[config.mk]
export PLATFORM = sky130hd
export DESIGN_NAME = mf3_col_cell
export DESIGN_NICKNAME = d
export VERILOG_FILES = /design/src/sv/median_filter_3x3_assert.svh /design/src/sv/mf3_pkg.sv /design/src/sv/mf3_col_cell.sv
export SDC_FILE = /design/constraint.sdc
export NUM_CORES = 1
export LEC_CHECK = 0
export BUFFER_PORTS_ARGS = -buffer_cell sky130_fd_sc_hd__buf_4
export CORE_MARGIN = 4
export CORE_UTILIZATION = 41
export CTS_BUF_LIST = sky130_fd_sc_hd__clkbuf_8
export DETAILED_ROUTE_END_ITERATION = 10
export PLACE_DENSITY_LB_ADDON = 0.08
export SLEW_MARGIN = 20
export SYNTH_ARGS = -nofsm -noshare
export SYNTH_HDL_FRONTEND = slang
export SYNTH_SLANG_ARGS = --single-unit
[constraint.sdc]
create_clock -name clk -period 0.8 [get_ports clk]
set_clock_uncertainty 0.15 [all_clocks]
set_input_delay 0.08 -clock clk [delete_from_list [all_inputs] [get_ports clk]]
set_output_delay 0.08 -clock clk [all_outputs]
set_load 0.05 [all_outputs]
[src/sv/median_filter_3x3_assert.svh]
`ifndef MEDIAN_FILTER_3X3_ASSERT_SVH
`define MEDIAN_FILTER_3X3_ASSERT_SVH

// Same-cycle implication, checked on every clock edge out of reset
`define MF3_ASSERT_NOW(lbl, ante, cons, msg) \
	lbl: assert property (@(posedge clk) disable iff (!arst_n) (ante) |-> (cons)) \
	else $error(msg);

// Next-cycle implication
`define MF3_ASSERT_NEXT(lbl, ante, cons, msg) \
	lbl: assert property (@(posedge clk) disable iff (!arst_n) (ante) |=> (cons)) \
	else $error(msg);

`endif

[src/sv/mf3_pkg.sv]
`timescale 1ns / 1ps

package mf3_pkg;

	// default longest row the line buffer holds
	localparam int unsigned MAX_WIDTH_DEF = 1024;

	localparam int unsigned PIX_W  = 8;
	localparam int unsigned MEM_W  = 2 * PIX_W;
	localparam int unsigned CFG_WB = 11;
	localparam int unsigned CFG_HB = 12;
	// row counters run one or two rows past the frame while flushing
	localparam int unsigned ROW_W  = 13;

	localparam int unsigned APB_AW = 3;
	localparam int unsigned APB_DW = 32;

	localparam logic [CFG_WB-1:0] WIDTH_RESET  = 11'd640;
	localparam logic [CFG_HB-1:0] HEIGHT_RESET = 12'd480;

	// register select: word address bit of paddr
	typedef enum logic {
		REG_WIDTH  = 1'b0,
		REG_HEIGHT = 1'b1
	} reg_idx_t;

	typedef logic [PIX_W-1:0] pix_t;
	// one window column, index 0 = top row
	typedef pix_t [2:0] col_t;
	// full window, index 0 = left (oldest) column
	typedef col_t [2:0] win_t;

	// control traveling alongside a window into the sorter
	typedef struct packed {
		logic valid;
		logic last;
	} tag_t;

	// edge masks of the output position
	typedef struct packed {
		logic left;
		logic right;
		logic top;
		logic bottom;
	} edge_t;

	function automatic pix_t min2(input pix_t a, input pix_t b);
		return (a < b) ? a : b;
	endfunction

	function automatic pix_t max2(input pix_t a, input pix_t b);
		return (a < b) ? b : a;
	endfunction

	function automatic pix_t med3(input pix_t a, input pix_t b, input pix_t c);
		return max2(min2(a, b), min2(max2(a, b), c));
	endfunction

endpackage

[src/sv/mf3_col_cell.sv]
`timescale 1ns / 1ps

module mf3_col_cell (
	input  logic          clk,
	input  logic          arst_n,
	input  logic          en,
	input  mf3_pkg::col_t d,
	output mf3_pkg::col_t q
);

	// one window column; takes its neighbor's column on each shift
	always_ff @(posedge clk or negedge arst_n) begin
		if (!arst_n) begin
			q <= '0;
		end else if (en) begin
			q <= d;
		end
	end

endmodule

==> summary.md <==
| Metric | Value |
|---|---|
| Uppermost layer routed | met3 |
| Final WS setup | -0.2830 ns |
| Placed Area | 1426 µm² |
| Area grow syn2layout | 60.98% |
| Die X | 57.32 µm |
| CTS tree | yes |
| Hold Crit Endpoint | q[8]$_DFFE_PN0P_ |
| Synth cell types | 5 |
| Setup TNS Final | -9.669 ns |
| Cell Area, Synth | 997.2 µm² |
| Fmax achieved | 923.4 MHz |
| Placed cell count | 128 |
| Post-synthesis sequential area ratio | 60.23% |
| Gr usage total | 14.09% |
| RePlAce Congestion | 0.7531 |
| Post-route insts no fill | 133 |
| Number of setup buffers added after CTS | 0 |
| Die area | 3285 µm² |
| Clock-pin slew on the worst setup and hold paths | 0.08 ns |
| Run status | complete, but fails checks |
| Port buffer count | 50 |
| Clk sink count | 24 |
| DR DRC count | 0 |
| Antenna violations before repair | 0 |
| Post-Place Worst Slack | -0.1830 ns |
| Max Cap Violations | 0 |
| HP Class | input port to register |
| Delay-heaviest family, CP | flip-flops |
| Finished Cell Area | 1605 µm² |
| Met2 WL | 1104 µm |
| Avg Vias per Cell | 4.602 |
| Routed length per instance | 16.38 µm |
| Pwr Total | 3.597 mW |
| RSZ-0062 raised after global routing | yes |
| Routed wl met3 | 170 µm |
| Power Density | 2241 nW/µm² |
| Final hold violation count | 24 |
| # diodes | 0 |
| Leakage power | 0.7709 nW |
| Hold Path Stages | 2 |
| Top reg by flops | q |
| Clock tree buffer depth | 2 |
| Grt total ovfl | 0 |
| Final core occ | 71.20% |
| Initial DRC count | 3 |
| Largest regs | q: 24 flops |
| Worst slew pin tran | 0.3007 ns |
| Post-route ant nets | 0 |
| Hold Startpoint | d[8] |
| WHS | -0.1085 ns |
| Sequential cell area | 630.6 µm² |
| Fin crit share | 135.4% |
| Violated checks | hold timing, setup timing |
| Worst setup SP type | register |
| Worst-Skew Late Latency | 0.26 ns |
| CP bufs+invs | 1 |
| Worst R2R Setup Slack | -0.16 ns |
| Final Max Tran Viols | 0 |
| Instance count of the mapped netlist | 51 |
| Area of the multi-input gates | 349.1 µm² |
| Yosys Warn Count | 0 |
| Reg2reg path depth | 1 |
| WL final | 2178 µm |
| Nets | 133 |
| First-pass GRT wire length | 3553 µm |
| Via count | 612 |
| Slew margin rel. | 79.95% |
| Layout cells sized above 1 | 99.05% |
| Met1 wire length | 903 µm |
| Die Y-Extent | 57.32 µm |
| Io pins | 51 |
| Max reg flops | 24 |
| Initial Util | 44.23% |
| CP required | 0.57 ns |
| CORE AREA | 2255 µm² |
| Worst r2r dst | q[20]$_DFFE_PN0P_ |
| Vias in the first global route | 732 |
| Worst EP arrival | 0.85 ns |
| Post-DP HPWL | 1554 µm |
| Tmin final | 1.083 ns |
| Drt pass-1 iters | 2 |
| Peak supply drop | 1.393 mV |
| Filler Cells Inserted | 164 |
| Row count | 17 |
| Syn Area/Cell | 19.55 µm² |
| CTS root buffer | clkbuf_8 |
| #FFs+latches synth | 24 |
| Syn nets | 78 |
| Pin count of the biggest net entering global routing | 25 |
| Crit. End Element | output port |
| Critical path cell sequence | buf_6 |
| Total CTS buffers | 3 |
| CP max stage cell | dfrtp_2 |
| # H-tree levels | 1 |
| R2R Path Start | q[20]$_DFFE_PN0P_ |
| CP Max Fanout | 2 |
| CTS hold repair buffers | 1 |
| Setup CP Type | register to output port |
| Slowest stage delay, CP | 0.43 ns |
| Setup violations, final | 48 |
==> how the worst max path moves through the flow <==
| stage | slack [ns] | startpoint | to | cells past startpoint |
|---|---|---|---|---|
| after floorplan | -0.26 | q[0]$_DFFE_PN0P_ | q[0]$_DFFE_PN0P_ | 1 |
| after global placement | -0.17 | en | q[3]$_DFFE_PN0P_ | 3 |
| after detailed placement | -0.18 | en | q[0]$_DFFE_PN0P_ | 3 |
| after CTS | -0.28 | q[2]$_DFFE_PN0P_ | q[2] | 1 |
| after global routing | -0.32 | q[10]$_DFFE_PN0P_ | q[10] | 1 |
| final | -0.28 | q[10]$_DFFE_PN0P_ | q[10] | 1 |
==> kinds of logic after synthesis <==
group    synth area share, %
flops                  60.23
mux                    34.63
buf+inv                5.144
==> what timing repair did <==
action	in CTS	in global routing
hold endpoints to repair	48	24
gates resized for setup	24	2
pin swaps	0	0
setup endpoints to repair	48	48
==> routing by layer <==
layer | GRT usage [%] | vias up
met5 | 0 | -
met4 | 3.974 | 0
met3 | 2.941 | 0
met2 | 24.14 | 29
met1 | 17.99 | 302
li1 | - | 281
==> layout make-up <==
type / instances / area share (%)
clock buffer: 3 / 2.572
clock inverter: 1 / 1.871
sequential: 24 / 39.28
tap: 28 / 2.182
multi-input combinational: 24 / 21.75
timing repair buffer: 53 / 32.35
==> cells in the final DEF (no fill, tap or decap) <==
| master | n |
|---|---|
| mux2_4 | 21 |
| dfrtp_2 | 24 |
| bufinv_16 | 1 |
| mux2_2 | 3 |
| buf_12 | 2 |
| buf_8 | 1 |
| buf_4 | 26 |
| clkbuf_8 | 3 |
| buf_6 | 23 |
| dlygate4sd3_1 | 1 |
==> Yosys cell counts <==
library cell | n | area, µm²
buf_12 | 2 | 40.04
buf_6 | 1 | 11.26
dfrtp_1 | 24 | 600.6
mux2_2 | 4 | 45.04
mux2_4 | 20 | 300.3
==> power by group <==
part           internal, mW  switching, mW  total [mW]
clock                 0.668          0.366        1.03
sequential             1.36         0.0952        1.45
combinational         0.508          0.603        1.11
total                  2.53           1.06        3.60
(Power assumes the default switching activity.)
