<file path="src/sv/median_filter_3x3_assert.svh">
`ifndef MEDIAN_FILTER_3X3_ASSERT_SVH
`define MEDIAN_FILTER_3X3_ASSERT_SVH

// Same-cycle implication, checked on every clock edge out of reset
`define MF3_ASSERT_NOW(lbl, ante, cons, msg) \
	lbl: assert property (@(posedge clk) disable iff (!arst_n) (ante) |-> (cons)) \
	else $error(msg);

// Next-cycle implication
`define MF3_ASSERT_NEXT(lbl, ante, cons, msg) \
	lbl: assert property (@(posedge clk) disable iff (!arst_n) (ante) |=> (cons)) \
	else $error(msg);

`endif

</file>
<file path="src/sv/mf3_pkg.sv">
`timescale 1ns / 1ps

package mf3_pkg;

	// default longest row the line buffer holds
	localparam int unsigned MAX_WIDTH_DEF = 1024;

	localparam int unsigned PIX_W  = 8;
	localparam int unsigned MEM_W  = 2 * PIX_W;
	localparam int unsigned CFG_WB = 11;
	localparam int unsigned CFG_HB = 12;
	// row counters run one or two rows past the frame while flushing
	localparam int unsigned ROW_W  = 13;

	localparam int unsigned APB_AW = 3;
	localparam int unsigned APB_DW = 32;

	localparam logic [CFG_WB-1:0] WIDTH_RESET  = 11'd640;
	localparam logic [CFG_HB-1:0] HEIGHT_RESET = 12'd480;

	// register select: word address bit of paddr
	typedef enum logic {
		REG_WIDTH  = 1'b0,
		REG_HEIGHT = 1'b1
	} reg_idx_t;

	typedef logic [PIX_W-1:0] pix_t;
	// one window column, index 0 = top row
	typedef pix_t [2:0] col_t;
	// full window, index 0 = left (oldest) column
	typedef col_t [2:0] win_t;

	// control traveling alongside a window into the sorter
	typedef struct packed {
		logic valid;
		logic last;
	} tag_t;

	// edge masks of the output position
	typedef struct packed {
		logic left;
		logic right;
		logic top;
		logic bottom;
	} edge_t;

	function automatic pix_t min2(input pix_t a, input pix_t b);
		return (a < b) ? a : b;
	endfunction

	function automatic pix_t max2(input pix_t a, input pix_t b);
		return (a < b) ? b : a;
	endfunction

	function automatic pix_t med3(input pix_t a, input pix_t b, input pix_t c);
		return max2(min2(a, b), min2(max2(a, b), c));
	endfunction

endpackage

</file>
<file path="src/sv/mf3_median.sv">
`timescale 1ns / 1ps

module mf3_median (
	input  logic          clk,
	input  logic          arst_n,
	input  mf3_pkg::win_t nb,
	input  mf3_pkg::tag_t tag_in,
	output logic          ready,
	output mf3_pkg::pix_t median_value,
	output logic          last_of_frame,
	output logic          median_valid,
	input  logic          median_stall
);

	mf3_pkg::tag_t tag_s2, tag_s3, tag_s4;
	mf3_pkg::win_t nb_s2;
	mf3_pkg::col_t lo_s3, md_s3, hi_s3;
	mf3_pkg::pix_t a_s4, b_s4, c_s4;
	mf3_pkg::pix_t med_q;
	logic          last_q, valid_q;
	logic          rdy_out, rdy4, rdy3, rdy2;

	// stage moves when empty or when the next one moves
	assign rdy_out = !valid_q || !median_stall;
	assign rdy4    = !tag_s4.valid || rdy_out;
	assign rdy3    = !tag_s3.valid || rdy4;
	assign rdy2    = !tag_s2.valid || rdy3;
	assign ready   = rdy2;

	always_ff @(posedge clk or negedge arst_n) begin
		if (!arst_n) begin
			tag_s2  <= '0;
			tag_s3  <= '0;
			tag_s4  <= '0;
			valid_q <= 1'b0;
		end else begin
			if (rdy2) tag_s2 <= tag_in;
			if (rdy3) tag_s3 <= tag_s2;
			if (rdy4) tag_s4 <= tag_s3;
			if (rdy_out) valid_q <= tag_s4.valid;
		end
	end

	// s2 holds the masked window; s3 sorts each column;
	// s4 takes max of lows, median of mids, min of highs; output is their median
	always_ff @(posedge clk) begin
		if (rdy2 && tag_in.valid) begin
			nb_s2 <= nb;
		end
		if (rdy3 && tag_s2.valid) begin
			for (int j = 0; j < 3; j++) begin
				lo_s3[j] <= mf3_pkg::min2(mf3_pkg::min2(nb_s2[j][0], nb_s2[j][1]), nb_s2[j][2]);
				md_s3[j] <= mf3_pkg::med3(nb_s2[j][0], nb_s2[j][1], nb_s2[j][2]);
				hi_s3[j] <= mf3_pkg::max2(mf3_pkg::max2(nb_s2[j][0], nb_s2[j][1]), nb_s2[j][2]);
			end
		end
		if (rdy4 && tag_s3.valid) begin
			a_s4 <= mf3_pkg::max2(mf3_pkg::max2(lo_s3[0], lo_s3[1]), lo_s3[2]);
			b_s4 <= mf3_pkg::med3(md_s3[0], md_s3[1], md_s3[2]);
			c_s4 <= mf3_pkg::min2(mf3_pkg::min2(hi_s3[0], hi_s3[1]), hi_s3[2]);
		end
		if (rdy_out && tag_s4.valid) begin
			med_q  <= mf3_pkg::med3(a_s4, b_s4, c_s4);
			last_q <= tag_s4.last;
		end
	end

	assign median_value  = med_q;
	assign last_of_frame = last_q;
	assign median_valid  = valid_q;

endmodule

</file>
<file path="config.mk">
export PLATFORM = sky130hd
export DESIGN_NAME = mf3_median
export DESIGN_NICKNAME = d
export VERILOG_FILES = /design/src/sv/median_filter_3x3_assert.svh /design/src/sv/mf3_pkg.sv /design/src/sv/mf3_median.sv
export SDC_FILE = /design/constraint.sdc
export NUM_CORES = 1
export LEC_CHECK = 0
export BUFFER_PORTS_ARGS = -buffer_cell sky130_fd_sc_hd__buf_2
export CAP_MARGIN = 20
export CORE_MARGIN = 4
export CORE_UTILIZATION = 53
export DETAILED_ROUTE_END_ITERATION = 6
export PLACE_DENSITY = 0.71
export RECOVER_POWER = 50
export SETUP_SLACK_MARGIN = 0.02
export SLEW_MARGIN = 40
export SYNTH_ARGS = -nofsm -noshare
export SYNTH_HDL_FRONTEND = slang
export SYNTH_SLANG_ARGS = --single-unit
</file>
<file path="constraint.sdc">
create_clock -name clk -period 9.7 [get_ports clk]
set_input_delay 0.485 -clock clk [delete_from_list [all_inputs] [get_ports clk]]
set_output_delay 0.485 -clock clk [all_outputs]
set_load 0.02 [all_outputs]
</file>
==> flow_summary.toml <==
[sta]
grt_setup_unrepaired = "no"
fin_setup_tns_ns = 0
finalHoldViolCount = 0
fmax_mhz = 161
setup_violations = 0
maxSlewViolCount = 73
worst_slack_ns = 3.50
fin_skew_ns = 0.00938
maxSlewHeadroom_pct = -152
min_period_over_period_pct = 63.9
worstMarginPinSlew_ns = 3.77
period_needed_ns = 6.20

[grt]
grt_util_met3_pct = 2.62
antenna_found_initial = 0
grt_use_total_pct = 20.5
gr-max-usage-layer = "met2"
grt_pass1_vias = 8703
gr-total-overflow = 0
grt_max_degree = 73
grtUsageMet1_pct = 28.4
met2_usage_pct = 33.5
grt_pass1_wl_microns = 42700

[cts]
cts-hold-fix-buffers = 1
clk_pin_slew_ns = 0.07
cts_tree = "built"
cts.sinks = 184
clkLatencyLatePin_ns = 0.44
h-tree-depth = 4
cts-root-buf = "clkbuf_16"
post-cts-setup-buffer-count = 0
cts_buffer_depth = 2
ctsResizeCount = 0
cts_buffers = 17

[setup_path]
worstSetupEndpointType = "flop"
crit_cells = 20
rr_worst_depth = 20
regToRegEndpoint = "md_s3[3]"
cp-startpoint = "nb_s2[3]"
path_cells = "ha_1 -> a21oi_1 -> a31oi_1 -> nor2_1 -> buf_4 -> mux2_2 -> ha_1 -> a211oi_1 -> o21bai_1 -> nor4b_1 -> o21ai_0 -> o21ai_4 -> mux2i_1 -> ha_1 -> a211o_1 -> a221oi_1 -> nor2b_1 -> a32oi_1 -> buf_4 -> o21ai_0"
path_delay_family = "compound AO/OA/AOI/OAI gates"
regToRegStartpoint = "nb_s2[3]"
critPathBufInv = 2
ff2ff_setup_slack_ns = 3.50
crit_path_end = "md_s3[3]"
cp.required_ns = 9.87
slowest_stage = "o21ai_0"
crit_type = "reg2reg"
path_max_fanout = 25
crit_path_start_kind = "flop"
cp_common_cell = "ha_1"
cpPeakStageDelay_ns = 0.42
cp.arrival_ns = 6.36

[floorplanning]
die_w_microns = 161
core.rowCount = 55
die_y_microns = 161
pin_count = 88
die_area_sq_um = 25800
coreArea_sq_um = 22800
initial_core_util_pct = 54.2

[flow_run]
maxCapViolCount = 1

[power_and_ir_drop]
internal_power_w = 0.00254
powerDensity_nw_per_um2 = 315
vdd_drop_max_v = 0.000166
p_switching_w = 0.00180
pwr-share-seq_pct = 30.0
power_leakage_nw = 6.12
p_sw_share_pct = 41.5
clock_power_share_pct = 16.3
comb_power_share_pct = 53.7

[final_layout]
nets = 1494
area_delta_synth_final_pct = 11.5
layout-drive-gt1-share_pct = 15.5
diodes = 0

[synthesis]
synthCells = 1176
synth.top_cells.by_count = "edfxtp_1 (177), ha_1 (154), inv_1 (136)"
syn_nets = 1407
post_synth_num_cell_types = 61
synth_edf_count = 177
async_reset_ff_share_pct = 3.80
synthFlopType = "edfxtp_1"
avgSynthCellArea_sq_um = 10.5
synth.ff_latch_count = 184
synthTopCellsByArea = "edfxtp_1 (43%), ha_1 (16%), mux2_2 (5.6%)"
synth_warnings = 0
yosysMostFrequentCell = "edfxtp_1"
netlist_area_sq_um = 12300
synth_top_area_cell = "edfxtp_1"
ys_seq_area_share_pct = 44.5
synth_top_cell_area_share_pct = 43.1

[place]
io_buffers = 87
hpwl_microns = 20500
preCtsSetupSlack_ns = 3.61
globalplace.congestion = 0.910

[route]
drt_first_pass_iters = 5
wl_per_cell_microns = 16.4
routed_wl_microns = 26100
vias = 8916
vias_per_cell = 5.61
drc = 0
drt_first_iter_violations = 652
final_antenna_net_count = 0

[min_path]
min_path_type = "in2reg"

[outcome]
status = "finished with violations"
failed_checks = "max-capacitance violations, max-slew violations"
[cell type report]
type	instances	area, sq um
fill	1868	9010
inverter	136	510
timing repair buffer	97	497
clock inverter	15	185
clock buffer	17	425
multi-input combinational	827	6270
sequential	184	5490
tap	313	392
[worst register-to-register path: stages (launching register included)]
cell and delay (ns):
edfxtp_1 0.41, ha_1 0.36, a21oi_1 0.21, a31oi_1 0.15
nor2_1 0.11, buf_4 0.25, mux2_2 0.41, ha_1 0.31
a211oi_1 0.21, o21bai_1 0.21, nor4b_1 0.36, o21ai_0 0.23
o21ai_4 0.32, mux2i_1 0.37, ha_1 0.30, a211o_1 0.26
a221oi_1 0.32, nor2b_1 0.17, a32oi_1 0.28, buf_4 0.27
o21ai_0 0.42
[logic make-up (layout without fill, tap and decap cells)]
| family | count (synthesis) | in the layout | synth area share [%] |
|---|---|---|---|
| AOI/OAI and AO/OA | 296 | 296 | 15.0 |
| and+or+nand+nor | 257 | 257 | 9.34 |
| DFF | 184 | 184 | 44.5 |
| buffers and inverters | 165 | 265 | 5.22 |
| adders and majority gates | 154 | 154 | 15.6 |
| muxes | 120 | 120 | 10.3 |
[registers in the layout, summed over array words and instances, names as in the netlist]
register / count
tag_s4: 2
b_s4: 8
a_s4: 8
md_s3: 24
c_s4: 8
lo_s3: 24
median_valid: 1
nb_s2: 72
tag_s2: 2
median_value: 8
last_of_frame: 1
hi_s3: 24
tag_s3: 2
[power groups by stage]
stage | registers (W) | logic, W | clock network [W]
floorplan | 0.00128 | 0.00179 | 0
global placement | 0.00131 | 0.00220 | 0
detailed placement | 0.00131 | 0.00231 | 0
CTS | 0.00130 | 0.00232 | 0.000725
global route | 0.00132 | 0.00261 | 0.000763
finish | 0.00130 | 0.00233 | 0.000709
[placed cells by master (no fill, tap or decap), types with 4 or more instances in the layout]
master / synthesis / final
nand3_1: 12 / 12
o21ai_0: 97 / 97
inv_1: 136 / 136
a211oi_1: 14 / 14
o21a_1: 7 / 7
a21o_1: 27 / 27
buf_2: 14 / 76
clkbuf_1: 12 / 13
nand2b_1: 13 / 13
nor2_1: 85 / 85
inv_6: 0 / 4
o2111ai_1: 5 / 5
nor3_1: 9 / 9
mux2_2: 61 / 61
a21oi_1: 84 / 84
o211ai_1: 9 / 9
ha_1: 154 / 154
nand2_1: 93 / 93
mux2i_1: 59 / 59
edfxtp_1: 177 / 177
buf_4: 2 / 4
o31ai_1: 4 / 4
nor2b_1: 7 / 6
a211o_1: 4 / 4
nand4_1: 18 / 18
dfrtp_1: 7 / 7
clkbuf_16: 0 / 17
[per-layer routing]
metal	vias up	part of all wire, %
met5	-	0
li1	4506	-
met1	4149	47
met3	43	3.7
met4	0	2.5
met2	218	47
[per-stage QoR]
step | hold WS, ns | power, W | cells | util (%) | instance area [sq um]
2_1_floorplan | 0.189 | 0.00307 | 1176 | - | 12300
3_3_place_gp | 0.322 | 0.00351 | 1554 | 57.6 | 13100
3_5_place_dp | 0.331 | 0.00362 | 1555 | 57.8 | 13200
4_1_cts | 0.201 | 0.00435 | 1588 | 60.5 | 13800
5_1_grt | 0.203 | 0.00470 | 1589 | 60.5 | 13800
6_report | 0.220 | 0.00434 | 1589 | 60.5 | 13800
[worst min path at each step]
stage | from | end | slack (ns) | cells past startpoint
2_1_floorplan | arst_n | median_valid | 0.19 | 0
3_3_place_gp | arst_n | median_valid | 0.32 | 1
3_5_place_dp | arst_n | tag_s4[1] | 0.33 | 1
4_1_cts | nb[35] | nb_s2[35] | 0.20 | 1
5_1_grt | nb[18] | nb_s2[18] | 0.20 | 1
6_report | nb[70] | nb_s2[70] | 0.22 | 1
Note: power is estimated with default switching activity, not from simulation.
